<file path="src/sv/mtep_ram.sv">
// generic simple dual-port ram with registered read
`default_nettype none
module mtep_ram #(
    parameter int WIDTH = 8,
    parameter int DEPTH = 16
) (
    input  wire logic                     i_clk,
    input  wire logic                     i_we,
    input  wire logic [$clog2(DEPTH)-1:0] i_waddr,
    input  wire logic [WIDTH-1:0]         i_wdata,
    input  wire logic                     i_re,
    input  wire logic [$clog2(DEPTH)-1:0] i_raddr,
    output      logic [WIDTH-1:0]         o_rdata
);
    logic [WIDTH-1:0] r_mem [DEPTH];
    logic [WIDTH-1:0] r_q;

    always_ff @(posedge i_clk) begin
        if (i_we) begin
            r_mem[i_waddr] <= i_wdata;
        end
        if (i_re) begin
            r_q <= r_mem[i_raddr];
        end
    end

    assign o_rdata = r_q;
endmodule
`default_nettype wire

</file>
<file path="config.mk">
export PLATFORM = sky130hd
export DESIGN_NAME = mtep_ram
export DESIGN_NICKNAME = d
export VERILOG_FILES = /design/src/sv/mtep_ram.sv
export SDC_FILE = /design/constraint.sdc
export NUM_CORES = 1
export LEC_CHECK = 0
export ABC_CLOCK_PERIOD_IN_PS = 2400
export BUFFER_PORTS_ARGS = -buffer_cell sky130_fd_sc_hd__clkbuf_2
export CAP_MARGIN = 10
export CORE_MARGIN = 1.5
export CORE_UTILIZATION = 60
export CTS_CLUSTER_DIAMETER = 60
export DETAILED_ROUTE_END_ITERATION = 16
export MAX_ROUTING_LAYER = met4
export PLACE_DENSITY = 0.89
export SYNTH_ARGS = -nofsm -noshare
export SYNTH_HDL_FRONTEND = slang
export SYNTH_SLANG_ARGS = --single-unit
</file>
<file path="constraint.sdc">
create_clock -name i_clk -period 2.4 [get_ports i_clk]
set_clock_uncertainty 0.2 [all_clocks]
set_input_delay 0 -clock i_clk [delete_from_list [all_inputs] [get_ports i_clk]]
set_output_delay 0 -clock i_clk [all_outputs]
set_load 0.03 [all_outputs]
</file>
### After elaboration in Yosys (flattened, before gate mapping)

Memory sizes are Yosys's and may differ from the RTL's. A register that Yosys moved wholly into a read port is not among the register bits.
Index checks and enable logic that the tools add are counted.

* flip-flop bits (word level): 0
* word-level logic and storage cells: 3
* memories kept: 1
* output and inout port bits: 8
* memory bits (writable): 128

Memories
* r_mem: words 16, bits a word 8, rd ports 1, clocked after memory_dff 1, wr ports 1, RTL line 15 `logic [WIDTH-1:0] r_mem [DEPTH];`

* mux-type cells: 2

Operator list (number)
* $mux W1: 2

### Logic depth before layout (Yosys ltp)

Gate-level depths: netlist of the first run.

* depth after elaboration: 2
* depth in mapped cells: 5
* mapped depth without buffers: 3

### Least setup slack after synthesis of the first run

No wires, ideal clock.

* kind: input-to-reg
* start point: input i_waddr[2]
* end point: memory r_mem[0][0], enable pin
* arrival: 1110 ps
* path buffers: 0
* cell stages on the path: 2
* path slack: 707 ps
* required time: 1817 ps
* path through: or3b_2 nor3_1

RTL lines
* start, declared: RTL line 9 `input wire logic [$clog2(DEPTH)-1:0] i_waddr,`
* end, declared: RTL line 15

No word-level cell before the write port.

### Worst setup path in the final report of the first run

* start point: input i_waddr[2]
* end point: memory r_mem[11][3], enable pin

No word-level cell before the write port.

==> implementation parameters, run 1 <==
Parameter                              Value

Worst hold path
  Worst hold path type ... in2reg
  Cell depth of the worst hold path ... 4
  Min-Delay Startpoint ... i_raddr[3]

Setup path
  Crit-path max FO ... 8
  Launch point of the worst path ... i_waddr[2]
  Kind of end point of the critical path ... flop
  Worst reg-to-reg path cell count ... 3
  Arrival time at the worst endpoint ... 2130 ps
  RR Startpoint ... r_mem[1][0]
  Required time reported for the critical path endpoint ... 2340 ps
  Sort of element at the start of the critical path ... input pin
  Crit path kind ... in2reg

Routing
  Routed len/inst ... 27.3 um
  Initial DRC Count ... 325
  Post-detailed-routing wire length ... 11300 um
  Vias after detailed routing ... 2783
  Remaining antenna violation count ... 0
  DR DRC count ... 0
  Number of iterations in the first detailed-routing pass ... 6
  Post-DR vias/cell ... 6.72

Layout
  Area of all placed cells without fillers ... 0.00625 mm^2
  Combined flip-flop and latch cell area ... 0.00408 mm^2
  Most common cell after layout, fill and taps aside ... sky130_fd_sc_hd__edfxtp_1
  Number of antenna repair diodes ... 0
  Fraction of final layout cells sized beyond drive strength 1 ... 0.278
  Area occupied by multi-input gates ... 0.00106 mm^2
  Utilization of the core after routing ... 0.749
  Net count, final ... 315
  Number of fill cells ... 429
  Most used cells in the layout excluding fill and tap cells ... sky130_fd_sc_hd__edfxtp_1 (136), sky130_fd_sc_hd__clkbuf_2 (26), sky130_fd_sc_hd__mux4_2 (18), sky130_fd_sc_hd__dlygate4sd3_1 (18)
  Relative area change from synthesis to final layout ... 19.5%

Power and ir drop
  Combinational share of power ... 0.055
  Switch Pwr ... 1.10 mW
  Power density over cell area ... 858 mW/mm^2
  Switching Share ... 0.206
  Internal cell power ... 4.26 mW
  Clock network fraction of total power ... 0.442
  Sequential fraction of design power ... 0.503
  Static Leakage ... 2.14 nW
  Maximum resistive drop on vdd ... 0.674 mV

STA
  Final number of max-transition violations ... 0
  Final hold vios ... 0
  Slew margin rel. ... 0.304
  Setup TNS Final ... 0 ps
  Period minus WS final ... 2200 ps
  Number of setup violations in the final report ... 0
  RSZ-0062 raised after global routing ... no
  Share of the clock period used by the worst path after layout ... 0.915
  Worst slew pin tran ... 1040 ps
  Max Clk Rate ... 455 MHz
  Worst-case hold slack ... 28.1 ps

Placed design
  Buffers on Ports ... 26
  Post-place instance area ... 0.00553 mm^2
  Global placement routability congestion ... 0.789
  Hpwl dp ... 6310 um

Die
  Initial Utilization ... 0.627
  Die area ... 0.00928 mm^2
  Std-Cell Core Area ... 0.00834 mm^2
  Boundary pin count ... 27
  Height of the die ... 96.3 um
  Row cnt ... 33
  Horizontal extent of the die ... 96.3 um

Clock network
  Master cell of the clock root buffer ... sky130_fd_sc_hd__clkbuf_8
  Maximum level of the CTS H-tree ... 4
  Post-CTS Setup Bufs ... 0
  Post-CTS sizing ... 0
  TritonCTS sink count ... 136
  Clock tree from TritonCTS ... yes
  CTS max path bufs ... 2
  Source-to-sink clock delay at the later pin of the worst-skew pair ... 520 ps
  Clock transition at the registers of the reported paths ... 60 ps
  Hold-fix buffer count after cts ... 18
  Number of buffers created by CTS ... 17

Global route
  Via count of the first global-routing pass ... 2712
  Initial antenna violation count ... 0
  First-pass GRT wire length ... 16600 um
  Global-route congestion overflow total ... 0
  Overall track demand over capacity in global routing ... 0.283
  Maximum number of pins on one net before global-route repair ... 33

Job
  Number of max-cap violations ... 0

Logic synthesis
  Flops & latches, synth ... 136
  Distinct cell type count of the synthesized netlist ... 18
  Mapped Area ... 0.00523 mm^2
  Count of synthesis-stage warnings from yosys ... 0
  Post-Syn Nets ... 248
  Gate Count Post-Synth ... 229
  Mapped Avg Cell Area ... 22.8 um^2
  Sequential area share after synthesis ... 0.781

Status
  Outcome ... finished clean
[cells by family after synthesis]
kind of cell,share of synthesized area
flops,0.781
simple gates,0.0314
mux,0.148
compound gates,0.0230
buf+inv,0.0165
[registers in the layout, indices dropped and copies added (netlist names)]
register and cells:
o_rdata 8, r_mem 128
[metal layers]
| metal | share of wire | track usage |
|---|---|---|
| met1 | 0.39 | 0.379 |
| met2 | 0.49 | 0.430 |
| met3 | 0.10 | 0.0592 |
| met4 | 0.019 | 0.117 |
| met5 | 0 | - |
[cells in the mapped netlist]
library cell	instances	area, um^2
sky130_fd_sc_hd__clkdlybuf4s25_2	3	30.0
sky130_fd_sc_hd__nor2b_1	1	6.26
sky130_fd_sc_hd__buf_6	3	33.8
sky130_fd_sc_hd__a22oi_1	16	120
sky130_fd_sc_hd__nand2_1	9	33.8
sky130_fd_sc_hd__nor2_1	13	48.8
sky130_fd_sc_hd__buf_4	1	7.51
sky130_fd_sc_hd__mux4_2	18	405
sky130_fd_sc_hd__nand3b_1	2	15.0
sky130_fd_sc_hd__nand2b_1	2	12.5
sky130_fd_sc_hd__nor3_1	4	20.0
sky130_fd_sc_hd__buf_2	3	15.0
sky130_fd_sc_hd__or3b_2	1	8.76
sky130_fd_sc_hd__and2b_1	1	7.51
sky130_fd_sc_hd__edfxtp_1	136	4080
sky130_fd_sc_hd__nand3_1	1	5.00
sky130_fd_sc_hd__and2_1	1	6.26
sky130_fd_sc_hd__mux4_1	14	368
[per-stage QoR]
stage | setup WS, ps | power (mW) | std cells
after CTS | 206 | 5.36 | 414
after detailed placement | 586 | 3.01 | 364
final | 204 | 5.36 | 414
after global routing | 90.5 | 5.50 | 414
after floorplan | 707 | 2.89 | 229
after global placement | 645 | 2.99 | 364
[worst paths after layout]
check                                    end  slack (ps)
worst min register to register    o_rdata[7]         560
worst min-delay path              o_rdata[1]          30
worst max register to register    o_rdata[0]         690
worst max-delay path            r_mem[11][3]         200
[power by group through the flow]
stage	combinational, mW	sequential [mW]	clock [mW]
floorplan	0.135	2.76	0
global placement	0.254	2.74	0
detailed placement	0.265	2.74	0
CTS	0.292	2.70	2.38
global route	0.311	2.70	2.49
finish	0.293	2.70	2.37
[area by class of cell]
| class | instances | share of cell area |
|---|---|---|
| Clock buffer | 21 | 0.0687 |
| Clock inverter | 11 | 0.0170 |
| Timing Repair Buffer | 58 | 0.0705 |
| Multi-Input combinational cell | 83 | 0.169 |
| Sequential cell | 136 | 0.654 |
| Tap cell | 105 | 0.0210 |
[critical path, stage by stage]
cell and delay [ps]:
sky130_fd_sc_hd__dlygate4sd3_1 530, sky130_fd_sc_hd__clkbuf_2 120, sky130_fd_sc_hd__nand3b_1 170, sky130_fd_sc_hd__dlygate4sd3_1 610, sky130_fd_sc_hd__nor2_1 690
(Power assumes the default switching activity.)
==> inputs of run 2 (changes only) <==
--- a/config.mk
+++ b/config.mk
@@ -13,7 +13,7 @@
 export CTS_CLUSTER_DIAMETER = 60
 export DETAILED_ROUTE_END_ITERATION = 16
-export MAX_ROUTING_LAYER = met4
 export PLACE_DENSITY = 0.89
 export SYNTH_ARGS = -nofsm -noshare
 export SYNTH_HDL_FRONTEND = slang
 export SYNTH_SLANG_ARGS = --single-unit
+export TNS_END_PERCENT = 20
--- a/constraint.sdc
+++ b/constraint.sdc
@@ -3,3 +3,3 @@
 set_input_delay 0 -clock i_clk [delete_from_list [all_inputs] [get_ports i_clk]]
 set_output_delay 0 -clock i_clk [all_outputs]
-set_load 0.03 [all_outputs]
+set_load 0.1 [all_outputs]
==> implementation parameters, run 2 (same netlist as run 1, synthesis figures left out) <==
Parameter                              Value

Placed design
  Buffers on Ports ... 26
  Hpwl dp ... 6310 um
  Global placement routability congestion ... 0.778
  Setup Slack @ Placement ... 586 ps

Clock network
  Source-to-sink clock delay at the later pin of the worst-skew pair ... 520 ps
  Clock transition at the registers of the reported paths ... 60 ps
  Post-CTS sizing ... 0
  Master cell of the clock root buffer ... sky130_fd_sc_hd__clkbuf_8
  CTS max path bufs ... 2
  Clock tree from TritonCTS ... yes
  Maximum level of the CTS H-tree ... 4
  Number of buffers created by CTS ... 17
  TritonCTS sink count ... 136

Setup path
  Required time reported for the critical path endpoint ... 2340 ps
  Sort of element at the start of the critical path ... input pin
  Crit-path max FO ... 8
  Arrival time at the worst endpoint ... 2140 ps
  Kind of end point of the critical path ... flop
  Crit path kind ... in2reg

Layout
  Net count, final ... 315
  Fraction of final layout cells sized beyond drive strength 1 ... 0.278
  Most used cells in the layout excluding fill and tap cells ... sky130_fd_sc_hd__edfxtp_1 (136), sky130_fd_sc_hd__clkbuf_2 (26), sky130_fd_sc_hd__mux4_2 (18), sky130_fd_sc_hd__dlygate4sd3_1 (18)
  Relative area change from synthesis to final layout ... 19.5%
  Most common cell after layout, fill and taps aside ... sky130_fd_sc_hd__edfxtp_1
  Reg with most FFs ... r_mem
  Flip-flop count of the largest register, all copies and words added ... 128
  Number of antenna repair diodes ... 0

STA
  RSZ-0062 raised after global routing ... no
  Setup TNS Final ... 0 ps
  Final number of max-transition violations ... 0
  Share of the clock period used by the worst path after layout ... 0.918
  Slew margin rel. ... 0.325
  Final hold vios ... 0
  Max Clk Rate ... 454 MHz
  Period minus WS final ... 2200 ps
  Number of setup violations in the final report ... 0
  Worst slew pin tran ... 1010 ps
  Fin worst setup slack ... 197 ps

Status
  Outcome ... finished clean

Routing
  Number of iterations in the first detailed-routing pass ... 4
  DR DRC count ... 0
  Post-detailed-routing wire length ... 11300 um
  Routed len/inst ... 27.2 um
  Post-DR vias/cell ... 6.62
  Vias after detailed routing ... 2739
  Remaining antenna violation count ... 0
  Initial DRC Count ... 335

Power and ir drop
  Total Power ... 5.42 mW
  Switching Share ... 0.215
  Combinational share of power ... 0.065
  Switch Pwr ... 1.16 mW
  Sequential fraction of design power ... 0.497
  Static Leakage ... 2.14 nW
  Power density over cell area ... 867 mW/mm^2
  Maximum resistive drop on vdd ... 0.672 mV
  Clock network fraction of total power ... 0.438
  Internal cell power ... 4.26 mW

Global route
  Overall track demand over capacity in global routing ... 0.274
  Global-route congestion overflow total ... 0
  Initial antenna violation count ... 0
  Via count of the first global-routing pass ... 2734
  Maximum number of pins on one net before global-route repair ... 33
  First-pass GRT wire length ... 16600 um

Job
  Number of max-cap violations ... 0

Die
  Initial Utilization ... 0.627
  Boundary pin count ... 27
  Height of the die ... 96.3 um
  Std-Cell Core Area ... 0.00834 mm^2
  Die area ... 0.00928 mm^2
  Row cnt ... 33
  Horizontal extent of the die ... 96.3 um

Worst hold path
  Worst hold path type ... in2reg
-- run 2: cell counts in the layout (fill, tap and decap cells not counted) --
No cell type changed its count.
-- run 2: what timing repair did --
| action | in CTS | in global routing |
|---|---|---|
| hold buffers | 18 | 0 |
| endpoints found under the setup margin | 0 | 0 |
| buffers inserted | 0 | 0 |
| endpoints found under the hold margin | 239 | 0 |
-- run 2: per-layer routing --
metal  share of wire  global-route usage
met1            0.40               0.376
met5               0                   0
met3           0.086              0.0608
met4           0.019               0.115
met2            0.50               0.430
-- run 2: path summary, 6_finish.rpt --
| path | from | to | slack, ps | depth (start not counted) |
|---|---|---|---|---|
| worst max register to register | r_mem[1][5] | o_rdata[5] | 700 | 3 |
| worst max-delay path | i_waddr[2] | r_mem[11][3] | 200 | 5 |
| worst min register to register | r_mem[12][7] | o_rdata[7] | 560 | 3 |
| worst min-delay path | i_raddr[3] | o_rdata[1] | 20 | 4 |
-- run 2: area by class of cell --
type                    instances  area, um^2
repair buffers                 58         440
flip-flops and latches        136        4080
clock inverters                11         106
well taps                     105         131
clock buffers                  21         429
multi-input cells              83        1060
fillers                       429        2090
-- run 2: power groups by stage --
stage | Clock, mW | Sequential [mW] | Combinational (mW)
6_report | 2.37 | 2.70 | 0.353
2_1_floorplan | 0 | 2.82 | 0.135
4_1_cts | 2.38 | 2.70 | 0.353
3_3_place_gp | 0 | 2.74 | 0.315
5_1_grt | 2.49 | 2.70 | 0.372
3_5_place_dp | 0 | 2.74 | 0.326
-- run 2: metrics by stage --
| step | instances | area [um^2] | hold slack, ps | util |
|---|---|---|---|---|
| after floorplan | 229 | 5230 | -101 | - |
| after CTS | 414 | 6250 | 5.21 | 0.749 |
| after global routing | 414 | 6250 | 61.4 | 0.749 |
| final | 414 | 6250 | 24.5 | 0.749 |
| after detailed placement | 364 | 5530 | 224 | 0.663 |
| after global placement | 364 | 5530 | 206 | 0.663 |
-- run 2: worst max-delay path: stages --
cell                            delay, ps
sky130_fd_sc_hd__dlygate4sd3_1        530
sky130_fd_sc_hd__clkbuf_2             120
sky130_fd_sc_hd__nand3b_1             170
sky130_fd_sc_hd__dlygate4sd3_1        610
sky130_fd_sc_hd__nor2_1               700
==> inputs of run 3 (changes only) <==
ABC_CLOCK_PERIOD_IN_PS = 1900   (was 2400)
CORE_UTILIZATION = 54   (was 60)
PLACE_DENSITY = 0.85   (was 0.89)
clock period = 1.9 ns   (was 2.4 ns; I/O delays follow)
==> implementation parameters, run 3 (same netlist as run 1, synthesis figures left out) <==
Parameter                              Value

Status
  Outcome ... finished clean

Die
  Height of the die ... 101 um
  Boundary pin count ... 27
  Std-Cell Core Area ... 0.00933 mm^2
  Row cnt ... 35
  Initial Utilization ... 0.560
  Die area ... 0.0103 mm^2
  Horizontal extent of the die ... 101 um

Setup path
  Worst reg2reg setup slack ... 150 ps
  Slowest cell on crit path ... sky130_fd_sc_hd__mux4_1
  Crit-path cells ... mux4_1 -> a22oi_1 -> nand2_1
  Required time reported for the critical path endpoint ... 1960 ps
  Crit-path max FO ... 1
  Arrival time at the worst endpoint ... 1810 ps
  Worst reg-to-reg path cell count ... 3
  Critical R2R Capture ... o_rdata[0]
  Crit-path leading delay family ... multiplexers
  Worst path depth ... 3
  Sort of element at the start of the critical path ... flop
  Capture point of the critical path ... o_rdata[0]
  Number of buffers and inverters on the critical path ... 0
  Launch point of the worst path ... r_mem[6][0]
  Kind of end point of the critical path ... flop
  Worst path max stage delay ... 580 ps
  Crit path kind ... reg2reg
  RR Startpoint ... r_mem[6][0]

Global route
  Initial antenna violation count ... 0
  Global-route congestion overflow total ... 0
  Via count of the first global-routing pass ... 2681
  Maximum number of pins on one net before global-route repair ... 33
  First-pass GRT wire length ... 16000 um
  Overall track demand over capacity in global routing ... 0.234

STA
  Max Clk Rate ... 572 MHz
  Number of setup violations in the final report ... 0
  Slew margin rel. ... 0.628
  Worst-case hold slack ... 33.2 ps
  Setup TNS Final ... 0 ps
  Worst slew pin tran ... 561 ps
  Period minus WS final ... 1750 ps
  Final number of max-transition violations ... 0
  RSZ-0062 raised after global routing ... no
  Share of the clock period used by the worst path after layout ... 0.919
  Final hold vios ... 0

Routing
  Number of iterations in the first detailed-routing pass ... 6
  DR DRC count ... 0
  Routed len/inst ... 24.2 um
  Post-detailed-routing wire length ... 10700 um
  Vias after detailed routing ... 2605
  Remaining antenna violation count ... 0
  Initial DRC Count ... 284
  Post-DR vias/cell ... 5.87

Clock network
  Post-CTS Setup Bufs ... 0
  Master cell of the clock root buffer ... sky130_fd_sc_hd__clkbuf_8
  CTS max path bufs ... 2
  TritonCTS sink count ... 136
  Hold-fix buffer count after cts ... 19
  Source-to-sink clock delay at the later pin of the worst-skew pair ... 520 ps
  Number of buffers created by CTS ... 17
  Clock tree from TritonCTS ... yes
  Post-CTS sizing ... 0
  Clock transition at the registers of the reported paths ... 60 ps
  Maximum level of the CTS H-tree ... 4

Layout
  Net count, final ... 323
  Relative area change from synthesis to final layout ... 22.1%
  Most used cells in the layout excluding fill and tap cells ... sky130_fd_sc_hd__edfxtp_1 (136), sky130_fd_sc_hd__clkbuf_2 (26), sky130_fd_sc_hd__dlygate4sd3_1 (19), sky130_fd_sc_hd__buf_4 (19), sky130_fd_sc_hd__mux4_2 (18)
  Flip-flop count of the largest register, all copies and words added ... 128
  Reg with most FFs ... r_mem
  Area occupied by multi-input gates ... 0.00106 mm^2
  Number of fill cells ... 568
  Combined flip-flop and latch cell area ... 0.00408 mm^2
  Fraction of final layout cells sized beyond drive strength 1 ... 0.292
  Number of antenna repair diodes ... 0
  Most common cell after layout, fill and taps aside ... sky130_fd_sc_hd__edfxtp_1

Power and ir drop
  Maximum resistive drop on vdd ... 0.638 mV
  Power density over cell area ... 1110 mW/mm^2
  Static Leakage ... 2.19 nW

Worst hold path
  Worst hold path type ... in2reg

Placed design
  Buffers on Ports ... 26
  Hpwl dp ... 6000 um
  Global placement routability congestion ... 0.722

Job
  Number of max-cap violations ... 0
[run 3: worst min path at each step]
stage	from	to	slack, ps	cells past startpoint
after global routing	i_raddr[1]	o_rdata[2]	40	5
after global placement	i_wdata[2]	r_mem[4][2]	190	1
after detailed placement	i_re	o_rdata[4]	230	1
after CTS	i_raddr[1]	o_rdata[3]	20	5
final	i_raddr[1]	o_rdata[3]	30	5
after floorplan	i_wdata[0]	r_mem[0][0]	-100	0
[run 3: layer usage]
metal,global-route usage,wire length [um]
met5,0,0
met1,0.292,4130
met3,0.0752,720
met2,0.389,5660
met4,0.0855,229
[run 3: per-stage QoR]
stage | area [um^2] | power, mW | utilization | setup WS [ps] | instances
finish | 6380 | 7.10 | 0.685 | 153 | 444
global route | 6380 | 7.29 | 0.685 | 119 | 444
CTS | 6380 | 7.15 | 0.685 | 151 | 444
detailed placement | 5620 | 3.88 | 0.602 | 138 | 395
floorplan | 5230 | 3.73 | - | 207 | 229
global placement | 5620 | 3.86 | 0.602 | 174 | 395
[run 3: final cells by class]
cell class | count | share of cell area
clock inverters | 10 | 0.0241
repair buffers | 66 | 0.0788
flip-flops and latches | 136 | 0.640
well taps | 129 | 0.0253
multi-input cells | 83 | 0.166
clock buffers | 20 | 0.0666
[run 3: power breakdown]
group / switching, mW / total (mW) / internal, mW / leakage (nW)
Clock: 1.15 / 3.25 / 2.10 / 0.278
Combinational: 0.286 / 0.444 / 0.158 / 0.679
Sequential: 0.0249 / 3.41 / 3.38 / 1.24
[run 3: worst register-to-register path: cells and delay by family, from the launching register on]
kind | cells | cell delay (ps)
simple gates | 1 | 80
mux | 1 | 590
compound gates | 1 | 200
flops | 1 | 430
